## src/hw/rtl/pue_pkg.sv

```systemverilog
// shared types, codes and character helpers for the percent url byte encoder
`default_nettype none

package pue_pkg;

   localparam int unsigned BYTE_W     = 8;
   localparam int unsigned FORMAT_W   = 2;
   localparam int unsigned CSR_IDX_W  = 1;
   localparam int unsigned CSR_DATA_W = 2;
   localparam int unsigned MAX_RUN    = 5;
   localparam int unsigned RUN_LEN_W  = 3;

   // format codes
   localparam logic [FORMAT_W-1:0] FMT_PERCENT   = 2'd0;
   localparam logic [FORMAT_W-1:0] FMT_DOUBLE    = 2'd1;
   localparam logic [FORMAT_W-1:0] FMT_BACKSLASH = 2'd2;

   // register indexes
   localparam logic [CSR_IDX_W-1:0] CSR_FORMAT    = 1'b0;
   localparam logic [CSR_IDX_W-1:0] CSR_FORCE_ALL = 1'b1;

   // fixed characters
   localparam logic [BYTE_W-1:0] CH_PERCENT   = 8'h25;
   localparam logic [BYTE_W-1:0] CH_TWO       = 8'h32;
   localparam logic [BYTE_W-1:0] CH_FIVE      = 8'h35;
   localparam logic [BYTE_W-1:0] CH_BACKSLASH = 8'h5C;
   localparam logic [BYTE_W-1:0] CH_LOWER_X   = 8'h78;

   // one encoded run, characters in emission order from index 0
   typedef struct packed {
      logic [MAX_RUN-1:0][BYTE_W-1:0] chars;
      logic [RUN_LEN_W-1:0]           len;
      logic                           last;
   } run_type;

   function automatic logic [BYTE_W-1:0] hex_char(input logic [3:0] nib);
      logic [BYTE_W-1:0] wide;
      wide = {4'b0000, nib};
      if (nib < 4'd10) begin
         hex_char = 8'h30 + wide;
      end else begin
         hex_char = 8'h37 + wide;
      end
   endfunction

   function automatic logic is_unreserved(input logic [BYTE_W-1:0] b);
      is_unreserved = b inside {[8'h41:8'h5A], [8'h61:8'h7A], [8'h30:8'h39],
                                8'h2D, 8'h5F, 8'h2E, 8'h7E};
   endfunction

endpackage

`default_nettype wire

```

## src/hw/rtl/percent_url_byte_encoder.sv

```systemverilog
// top level: configuration registers, byte encoder and character serialiser
// a byte's run enters the run register on transfer in, and its characters then pass the output register
// throughput: each byte runs to 1, 3, 4 or 5 characters, and the output register moves one character per
// cycle while the receiver is not stalling it; the next byte enters as the last character of the run goes out
// reset: synchronous, clears format, force flag and all valid state
`default_nettype none

module percent_url_byte_encoder (
   input  wire logic                           clock,
   input  wire logic                           reset,
   // configuration writes
   input  wire logic                           csr_we,
   input  wire logic [pue_pkg::CSR_IDX_W-1:0]  csr_index,
   input  wire logic [pue_pkg::CSR_DATA_W-1:0] csr_wdata,
   // input bytes
   input  wire logic                           req_valid,
   output logic                                req_ready,
   input  wire logic [pue_pkg::BYTE_W-1:0]     req_in_byte,
   input  wire logic                           req_last_of_string,
   // encoded characters
   output logic                                rsp_valid,
   input  wire logic                           rsp_ready,
   output logic [pue_pkg::BYTE_W-1:0]          rsp_out_char,
   output logic                                rsp_run_last,
   output logic                                rsp_string_end
);

   // configuration registers; the user must write them only while idle, the block does not enforce it
   logic [pue_pkg::FORMAT_W-1:0] format_ff, format_in;
   logic                         force_all_ff, force_all_in;

   // encoded run for the byte on the input side
   pue_pkg::run_type             enc_run;

   always_comb begin
      format_in    = format_ff;
      force_all_in = force_all_ff;
      if (csr_we) begin
         case (csr_index)
            pue_pkg::CSR_FORMAT:    format_in    = csr_wdata;
            pue_pkg::CSR_FORCE_ALL: force_all_in = csr_wdata[0];
            default:                format_in    = format_ff;
         endcase
      end
   end

   always_ff @(posedge clock) begin
      if (reset) begin
         format_ff    <= pue_pkg::FMT_PERCENT;
         force_all_ff <= 1'b0;
      end else begin
         format_ff    <= format_in;
         force_all_ff <= force_all_in;
      end
   end

   // expansion of the byte into its full character run, done on transfer in
   pue_encode u_encode (
      .in_byte        (req_in_byte),
      .last_of_string (req_last_of_string),
      .format         (format_ff),
      .force_all      (force_all_ff),
      .run            (enc_run)
   );

   // run register feeding the output register a character per cycle while the receiver is not stalling it
   pue_serial u_serial (
      .clock          (clock),
      .reset          (reset),
      .req_valid      (req_valid),
      .req_ready      (req_ready),
      .enc_run        (enc_run),
      .rsp_valid      (rsp_valid),
      .rsp_ready      (rsp_ready),
      .rsp_out_char   (rsp_out_char),
      .rsp_run_last   (rsp_run_last),
      .rsp_string_end (rsp_string_end)
   );

endmodule

`default_nettype wire

```

## src/hw/rtl/pue_encode.sv

```systemverilog
// byte to character run expansion for the three output formats
`default_nettype none

module pue_encode (
   input  wire logic [pue_pkg::BYTE_W-1:0]   in_byte,
   input  wire logic                         last_of_string,
   input  wire logic [pue_pkg::FORMAT_W-1:0] format,
   input  wire logic                         force_all,
   output pue_pkg::run_type                  run
);

   logic [pue_pkg::BYTE_W-1:0] hi_char;
   logic [pue_pkg::BYTE_W-1:0] lo_char;

   assign hi_char = pue_pkg::hex_char(in_byte[7:4]);
   assign lo_char = pue_pkg::hex_char(in_byte[3:0]);

   always_comb begin
      run       = '0;
      run.last  = last_of_string;
      case (format)
         pue_pkg::FMT_PERCENT, pue_pkg::FMT_DOUBLE: begin
            if (pue_pkg::is_unreserved(in_byte) && !force_all) begin
               run.chars[0] = in_byte;
               run.len      = 3'd1;
            end else if (format == pue_pkg::FMT_DOUBLE) begin
               run.chars[0] = pue_pkg::CH_PERCENT;
               run.chars[1] = pue_pkg::CH_TWO;
               run.chars[2] = pue_pkg::CH_FIVE;
               run.chars[3] = hi_char;
               run.chars[4] = lo_char;
               run.len      = 3'd5;
            end else begin
               run.chars[0] = pue_pkg::CH_PERCENT;
               run.chars[1] = hi_char;
               run.chars[2] = lo_char;
               run.len      = 3'd3;
            end
         end
         default: begin
            // backslash hex, also the unused code
            run.chars[0] = pue_pkg::CH_BACKSLASH;
            run.chars[1] = pue_pkg::CH_LOWER_X;
            run.chars[2] = hi_char;
            run.chars[3] = lo_char;
            run.len      = 3'd4;
         end
      endcase
   end

endmodule

`default_nettype wire

```

## src/hw/rtl/pue_serial.sv

```systemverilog
// run register and output register, one character per transfer
`default_nettype none

module pue_serial (
   input  wire logic                       clock,
   input  wire logic                       reset,
   input  wire logic                       req_valid,
   output logic                            req_ready,
   input  wire pue_pkg::run_type           enc_run,
   output logic                            rsp_valid,
   input  wire logic                       rsp_ready,
   output logic [pue_pkg::BYTE_W-1:0]      rsp_out_char,
   output logic                            rsp_run_last,
   output logic                            rsp_string_end
);

   pue_pkg::run_type                   run_ff, run_in;
   logic                               run_valid_ff, run_valid_in;
   logic [pue_pkg::RUN_LEN_W-1:0]      idx_ff, idx_in;
   logic                               rsp_valid_ff, rsp_valid_in;
   logic [pue_pkg::BYTE_W-1:0]         char_ff, char_in;
   logic                               run_last_ff, run_last_in;
   logic                               str_end_ff, str_end_in;

   logic                               out_load;
   logic                               at_end;
   logic                               take;

   always_comb begin
      out_load = run_valid_ff && (!rsp_valid_ff || rsp_ready);
      at_end   = (idx_ff == (run_ff.len - 3'd1));
      req_ready = !run_valid_ff || (out_load && at_end);
      take      = req_valid && req_ready;

      run_in       = take ? enc_run : run_ff;
      run_valid_in = take ? 1'b1 : ((out_load && at_end) ? 1'b0 : run_valid_ff);
      if (take) begin
         idx_in = '0;
      end else if (out_load) begin
         idx_in = idx_ff + 3'd1;
      end else begin
         idx_in = idx_ff;
      end

      case (idx_ff)
         3'd0:    char_in = run_ff.chars[0];
         3'd1:    char_in = run_ff.chars[1];
         3'd2:    char_in = run_ff.chars[2];
         3'd3:    char_in = run_ff.chars[3];
         3'd4:    char_in = run_ff.chars[4];
         default: char_in = run_ff.chars[0];
      endcase
      run_last_in = at_end;
      str_end_in  = at_end && run_ff.last;

      if (out_load) begin
         rsp_valid_in = 1'b1;
      end else if (rsp_ready) begin
         rsp_valid_in = 1'b0;
      end else begin
         rsp_valid_in = rsp_valid_ff;
      end
   end

   always_ff @(posedge clock) begin
      if (reset) begin
         run_valid_ff <= 1'b0;
         rsp_valid_ff <= 1'b0;
         idx_ff       <= '0;
      end else begin
         run_valid_ff <= run_valid_in;
         rsp_valid_ff <= rsp_valid_in;
         idx_ff       <= idx_in;
      end
   end

   always_ff @(posedge clock) begin
      run_ff <= run_in;
      if (out_load) begin
         char_ff     <= char_in;
         run_last_ff <= run_last_in;
         str_end_ff  <= str_end_in;
      end
   end

   assign rsp_valid      = rsp_valid_ff;
   assign rsp_out_char   = char_ff;
   assign rsp_run_last   = run_last_ff;
   assign rsp_string_end = str_end_ff;

   // a held run always has characters left to send
   a_run_len: assert property (@(posedge clock) disable iff (reset)
      run_valid_ff |-> (run_ff.len != 3'd0) && (idx_ff < run_ff.len))
      else $error("run index outside run length");

   // a shown character that does not close its run leaves the run held
   a_run_held: assert property (@(posedge clock) disable iff (reset)
      rsp_valid_ff && !run_last_ff |-> run_valid_ff)
      else $error("run dropped before its last character");

   // string end only on a run's last character
   a_end_flag: assert property (@(posedge clock) disable iff (reset)
      rsp_valid_ff && str_end_ff |-> run_last_ff)
      else $error("string end without run end");

   // no new item taken while a run still has characters to send
   a_no_overrun: assert property (@(posedge clock) disable iff (reset)
      run_valid_ff && !(out_load && at_end) |-> !req_ready)
      else $error("input taken over an unfinished run");

endmodule

`default_nettype wire

```

## config.mk

```make
export PLATFORM = sky130hd
export DESIGN_NAME = percent_url_byte_encoder
export DESIGN_NICKNAME = d
export VERILOG_FILES = /design/src/hw/rtl/pue_pkg.sv /design/src/hw/rtl/percent_url_byte_encoder.sv /design/src/hw/rtl/pue_encode.sv /design/src/hw/rtl/pue_serial.sv
export SDC_FILE = /design/constraint.sdc
export NUM_CORES = 1
export LEC_CHECK = 0
export BUFFER_PORTS_ARGS = -buffer_cell sky130_fd_sc_hd__buf_2
export CORE_MARGIN = 2
export CORE_UTILIZATION = 50
export DETAILED_ROUTE_END_ITERATION = 7
export GPL_ROUTABILITY_DRIVEN = 0
export PLACE_DENSITY = 0.69
export SLEW_MARGIN = 15
export SYNTH_ARGS = -nofsm -noshare
export SYNTH_HDL_FRONTEND = slang
export SYNTH_HIERARCHICAL = 1
export SYNTH_SLANG_ARGS = --single-unit
```

## constraint.sdc

```tcl
create_clock -name clock -period 2.8 [get_ports clock]
set_input_delay 0.28 -clock clock [delete_from_list [all_inputs] [get_ports clock]]
set_output_delay 0.28 -clock clock [all_outputs]
set_load 0.1 [all_outputs]
```

==> reports/metrics.cfg, run 1 <==
[detailed_routing]
wire_per_inst_um=16.3
drtPass1Iterations=6
vias=2426
vias_per_cell=5.58
wl_mm=7.07
antenna_left=0
first_iter_violations=236
route.detailed.drc=0

[cells_and_area]
antenna_cells=0
drive_gt1_frac=0.206
nNetsFinal=366
fin_area_mm2=0.00394
fin_cells=435
synthToLayoutAreaGrowth_pct=11.8

[critical_path]
crit_path_max_fanout=4
rrSetupSlack_ns=0.48
r2r_cells=7
cpPeakStageDelay_ns=0.43
reg2reg_to=u_serial/run_ff[5]$_DFFE_PP_
worstPathCellList=inv_1 > ha_1 > xor3_1 > nor3_2 > a21o_1 > buf_2
r2r-start=u_serial/run_ff[1]$_DFFE_PP_
crit_slowest_cell=buf_2
startpoint_type=register
critical_path_class=reg2out
worstPathRequired_ns=2.52
cp.arrival_ns=2.20
endpoint_kind=primary output

[timing]
tightest_slew_ns=0.751
finalCritPeriodShare=0.887
fin_skew_ns=0.00517
rsz0062_at_grt=false
setup_viol=0
fmax_mhz=403
hold_viol=0
setup_tns_ns=0
slew_violations=0
min_period_ns=2.48
slew_headroom=0.498

[global_route]
antenna_found_initial=0
grt_pass1_wl_mm=11.8
grt_use_total=0.202
grt_overflow=0
grt_max_degree=31
grt_pass1_vias=2317

[clocking]
root_buffer=clkbuf_8
cts.sinks=62
cts_hold_buf=0
path_clk_slew_ns=0.07
cts_setup_buffers=0
cts_buffers=9
cts-resized-gates=0
cts_max_path_buffers=2
cts_tree=yes
htree_levels=3
clock_latency_ns=0.33

[hold_path]
hold_path_depth=1
hold_path.class=in2reg
whs_endpoint=u_serial/run_ff[0]$_DFFE_PP_
hp-start=req_last_of_string

[placed_design]
io_buffers=28
dpl_cell_area_mm2=0.00374
place_hpwl_mm=4.83
post-place-cells=419

[synth]
synth_fa_ha_area_frac=0.0532
synth.distinct_cells=58
syn_area_mm2=0.00353
synth_compound_area_frac=0.217
ys_seq_elements=62
synth-simple-area-share=0.137
synth_top_family_by_area=compound AO/OA/AOI/OAI gates
synth_ff_type=edfxtp_1
ys_top_cells_by_count=54 x edfxtp_1, 37 x nand2_1, 22 x nor2_1
synth.avg_cell_area_um2=11.4
synthMuxAreaShare=0.00319
yosys.area.top_type=edfxtp_1
async_reset_ff_frac=0
synth_top_area_share=0.460
synthTopCellsByArea=edfxtp_1 46%, ha_1 5.3%, o31ai_4 4.8%
synth_edf_count=54
yosysSeqAreaShare=0.505
yosysMostFrequentCell=edfxtp_1
synthCells=310
synth_xor_area_frac=0.0191
ys_warn_count=6

[power_and_ir_drop]
power_density_mw_per_mm2=615
switchingPower_uw=690
ir_drop_uv=218
p_leak_uw=0.00148
seqPwrFrac=0.466
swShare=0.285
clkPwrFrac=0.336
p_comb_frac=0.198
p_int_uw=1730

[die]
rows=30
io_pins=29
die_h_um=88.0
fp.dieW_um=88.0
start_util=0.519
core_mm2=0.00679
die_area_mm2=0.00774

[run_status]
status=completed

[flow_run]
maxCapViolations=0

-- power by group through the flow --
stage / clock, uW / combinational, uW / sequential (uW)
after floorplan: 0 / 270 / 1250
after global placement: 0 / 473 / 1150
after detailed placement: 0 / 479 / 1150
after CTS: 835 / 481 / 1130
after global routing: 883 / 521 / 1140
final: 815 / 480 / 1130
-- cells in the final DEF, fill, tap and decap left out, types with 3 or more instances in the layout --
| cell type | instances |
|---|---|
| edfxtp_1 | 54 |
| nand2_1 | 37 |
| buf_2 | 28 |
| nor2_1 | 22 |
| a21oi_1 | 19 |
| ha_1 | 15 |
| inv_1 | 13 |
| nor3_1 | 13 |
| clkbuf_8 | 9 |
| a22o_1 | 9 |
| dfxtp_1 | 8 |
| o31ai_4 | 8 |
| a222oi_1 | 8 |
| o21ai_1 | 7 |
| nand2b_1 | 5 |
| clkinv_1 | 5 |
| xnor2_1 | 5 |
| conb_1 | 5 |
| o41ai_2 | 4 |
| buf_4 | 3 |
| inv_2 | 3 |
| o22ai_1 | 3 |
| o21ai_0 | 3 |
| a21o_1 | 3 |
| buf_12 | 3 |
-- state kept, by name, indices dropped and copies added, names as in the netlist --
register / cells
u_serial/rsp_run_last: 1
u_serial/run_ff: 44
u_serial/run_valid_ff: 1
u_serial/rsp_valid: 1
u_serial/idx_ff: 3
format_ff: 2
u_serial/rsp_string_end: 1
u_serial/rsp_out_char: 8
force_all_ff: 1
-- routing by layer --
layer,global-route usage,routed length (um),up-vias,part of all wire
li1,-,-,1199,-
met1,0.282,3370,1129,0.48
met2,0.313,3280,85,0.46
met3,0.0424,318,13,0.045
met4,0.0713,113,0,0.016
met5,0,0,-,0
-- how the worst max path moves through the flow --
stage,cells after the start,endpoint,slack [ns],startpoint
6_report,6,req_ready,0.32,u_serial/run_ff[1]$_DFFE_PP_
3_5_place_dp,9,u_serial/run_ff[24]$_DFFE_PP_,0.43,req_in_byte[5]
3_3_place_gp,9,u_serial/run_ff[24]$_DFFE_PP_,0.46,req_in_byte[5]
2_1_floorplan,6,u_serial/run_ff[0]$_DFFE_PP_,0.04,u_serial/run_ff[1]$_DFFE_PP_
4_1_cts,6,req_ready,0.29,u_serial/run_ff[1]$_DFFE_PP_
5_1_grt,6,req_ready,0.18,u_serial/run_ff[1]$_DFFE_PP_
-- kinds of logic after synthesis --
kind of cell,Yosys count
AOI/OAI and AO/OA,85
other,1
DFF,62
and+or+nand+nor,97
adders and majority gates,15
buffers and inverters,43
muxes,1
xor gates and xnor gates,6
-- cell type report --
| type | count | area, um^2 |
|---|---|---|
| fillers | 582 | 2850 |
| flip-flops and latches | 62 | 1780 |
| multi-input cells | 209 | 1550 |
| repair buffers | 34 | 223 |
| clock buffers | 10 | 128 |
| well taps | 96 | 120 |
| clock inverters | 6 | 76.3 |
| inverters | 18 | 67.6 |
-- through the flow --
| stage | total power, uW | setup WS [ns] | utilization | hold WS, ns |
|---|---|---|---|---|
| global placement | 1620 | 0.460 | 0.550 | 0.464 |
| CTS | 2450 | 0.288 | 0.580 | 0.107 |
| detailed placement | 1630 | 0.428 | 0.550 | 0.463 |
| global route | 2540 | 0.175 | 0.580 | 0.108 |
| floorplan | 1520 | 0.0421 | - | 0.342 |
| finish | 2420 | 0.316 | 0.580 | 0.121 |
-- critical path, delay by kind of cell (launching register included) --
family | cells | cell delay [ns]
fa+ha+maj | 1 | 0.21
flops | 1 | 0.36
xor+xnor | 1 | 0.38
simple gates | 1 | 0.24
compound gates | 1 | 0.20
buf+inv | 2 | 0.48
No activity file was read; power rests on OpenSTA's default activity.
==> inputs of run 2 (changes only) <==
--- a/config.mk
+++ b/config.mk
@@ -5,6 +5,7 @@
 export SDC_FILE = /design/constraint.sdc
 export NUM_CORES = 1
 export LEC_CHECK = 0
+export ABC_AREA = 1
 export BUFFER_PORTS_ARGS = -buffer_cell sky130_fd_sc_hd__buf_2
 export CORE_MARGIN = 2
 export CORE_UTILIZATION = 50
==> reports/metrics.cfg, run 2 <==
[critical_path]
cp_top_family=buffers and inverters
cpPeakStageDelay_ns=0.42  ; about the same
timing.critical_path.mode_cell=nand2_1
critical_path_class=reg2out
cp.arrival_ns=1.95  ; -0.25 ns
path_buf_inv=2  ; unchanged
worstPathRequired_ns=2.52  ; about the same
worstPathCellList=inv_1 > ha_1 > nand2_1 > nand2_1 > nor2_1 > nand3_1 > nand2_2 > buf_2
rrSetupSlack_ns=0.70  ; +0.22 ns
crit_path_max_fanout=3  ; -1
startpoint_type=register
crit_slowest_cell=buf_2
endpoint_kind=primary output

[detailed_routing]
vias_per_cell=5.07  ; -9.1%
route.detailed.drc=0  ; unchanged
wire_per_inst_um=13.7  ; -16%
wl_mm=7.07  ; about the same
vias=2626  ; +8.2%
drtPass1Iterations=5  ; -1
first_iter_violations=191  ; -19%
antenna_left=0  ; unchanged

[synth]
synth_top_area_share=0.469  ; +0.00914
synthMuxAreaShare=0.0347  ; +0.0315
synth.distinct_cells=29  ; -50%
synth_xor_area_frac=0.00759  ; -0.0116
async_reset_ff_frac=0  ; unchanged
yosysSeqAreaShare=0.515  ; +0.0100
synth_ff_type=edfxtp_1
yosys.area.top_type=edfxtp_1
syn_area_mm2=0.00346  ; -2.0%
ys_top_cells_by_count=114 x nand2_1, 55 x inv_1, 54 x edfxtp_1
ys_warn_count=6  ; unchanged
yosysMostFrequentCell=nand2_1
synth-simple-area-share=0.245  ; +0.108
synthTopCellsByArea=edfxtp_1 47%, nand2_1 12%, inv_1 6.0%
synth_edf_count=54  ; unchanged
synth.avg_cell_area_um2=8.74  ; -23%
synth_top_family_by_area=simple AND/OR/NAND/NOR gates
synthCells=396  ; +28%
ys_seq_elements=62  ; unchanged
synth_fa_ha_area_frac=0.0542  ; +0.00106
synth_compound_area_frac=0.0564  ; -0.161

[clocking]
root_buffer=clkbuf_8
path_clk_slew_ns=0.07  ; about the same
cts_tree=yes
cts.sinks=62  ; unchanged
cts_setup_buffers=0  ; unchanged
cts_max_path_buffers=2  ; unchanged
cts-resized-gates=0  ; unchanged
cts_hold_buf=0  ; unchanged
htree_levels=3  ; unchanged
clock_latency_ns=0.35  ; +0.02 ns
cts_buffers=9  ; unchanged

[global_route]
grt_pass1_wl_mm=11.6  ; -1.4%
grt_pass1_vias=2508  ; +8.2%
grt_max_degree=21  ; -32%
grt_use_total=0.204  ; +0.00232
antenna_found_initial=0  ; unchanged
grt_overflow=0  ; unchanged

[die]
die_h_um=87.2  ; -0.94%
start_util=0.512  ; -0.00730
rows=30  ; unchanged
die_area_mm2=0.00760  ; -1.9%
core_mm2=0.00676  ; -0.55%
fp.dieW_um=87.2  ; -0.94%
io_pins=29  ; unchanged

[cells_and_area]
drive_gt1_frac=0.167  ; -0.0398
layout_commonest_cell=nand2_1
fillers=605  ; +4.0%
layout_common_cells=114 x nand2_1, 54 x inv_1, 54 x edfxtp_1
fin_util=0.577  ; -0.00326
antenna_cells=0  ; unchanged
largest-register=u_serial/run_ff
synthToLayoutAreaGrowth_pct=12.7
nNetsFinal=465  ; +27%
regArea_mm2=0.00179  ; +0.21%
largest_register_ffs=44  ; unchanged
multiInputGateArea_mm2=0.00140  ; -9.9%
fin_area_mm2=0.00390  ; -1.1%

[timing]
slew_violations=0  ; unchanged
fin_skew_ns=0.00827  ; +0.00310 ns
finalCritPeriodShare=0.795  ; -0.0924
tightest_slew_ns=0.702  ; -0.0487 ns
setup_tns_ns=0  ; unchanged
min_period_ns=2.23  ; -0.259 ns
setup_viol=0  ; unchanged
slew_headroom=0.530  ; +0.0326
rsz0062_at_grt=false
hold_viol=0  ; unchanged
fmax_mhz=449  ; +12%

[hold_path]
hold_path.class=in2reg

[power_and_ir_drop]
power_density_mw_per_mm2=591  ; -3.8%
ir_drop_uv=268  ; +23%
p_leak_uw=0.00174  ; +17%

[placed_design]
dpl_cell_area_mm2=0.00370  ; -0.97%
io_buffers=28  ; unchanged
place_hpwl_mm=5.34  ; +11%

[run_status]
status=completed

[flow_run]
maxCapViolations=0  ; unchanged

-- run 2: cell types whose count changed after synthesis, sizes merged, moves of 8 or more --
cell | previous run | this run
o31ai | 11 | 0
nor2 | 22 | 51
a21oi | 20 | 5
nor3 | 14 | 1
a222oi | 8 | 0
nand2 | 37 | 117
nand4 | 1 | 9
inv | 16 | 58
a22o | 9 | 0
nand3 | 2 | 22
o21ai | 11 | 28
buf | 19 | 9
-- run 2: power breakdown --
| group | internal [uW] | switching, uW | total (uW) |
|---|---|---|---|
| Sequential | 1090 | 21.8 | 1110 |
| Combinational | 113 | 300 | 413 |
| Clock | 413 | 366 | 779 |
| Total | 1620 | 688 | 2310 |
-- run 2: logic make-up (layout without fill, tap and decap cells) --
kind of cell | Yosys count | after routing
xor+xnor | 3 | 3
other cells | 1 | 5
fa+ha+maj | 15 | 15
flops | 62 | 62
buf+inv | 71 | 109
mux | 8 | 8
compound gates | 36 | 36
simple gates | 200 | 200
-- run 2: through the flow --
step	cells	power, uW	worst slack, ns	hold WS (ns)
after floorplan	400	1450	0.0858	0.339
after global placement	502	1540	0.575	0.473
after detailed placement	502	1550	0.458	0.465
after CTS	518	2330	0.556	0.0986
after global routing	518	2410	0.436	0.106
final	518	2310	0.575	0.114
-- run 2: final timing paths --
path                            cells after the start                            end                         start
worst max-delay path                                8                      req_ready  u_serial/run_ff[1]$_DFFE_PP_
worst min register to register                      2      format_ff[1]$_SDFFE_PP0P_     format_ff[1]$_SDFFE_PP0P_
worst min-delay path                                1   u_serial/run_ff[0]$_DFFE_PP_            req_last_of_string
worst max register to register                     10  u_serial/run_ff[34]$_DFFE_PP_  u_serial/run_ff[1]$_DFFE_PP_
-- run 2: area by class of cell --
cell class                      count  area share
Sequential cell                    62       0.458
Multi-Input combinational cell    267       0.358
Inverter                           59      0.0577
Timing Repair Buffer               34      0.0507
Clock buffer                        9      0.0318
Tap cell                           80      0.0257
Clock inverter                      7      0.0186
-- run 2: routing by layer --
layer | up-vias | share of wire | GRT usage
li1 | 1344 | - | -
met1 | 1197 | 0.44 | 0.252
met2 | 72 | 0.49 | 0.344
met3 | 13 | 0.043 | 0.0417
met4 | 0 | 0.024 | 0.0979
met5 | - | 0 | 0
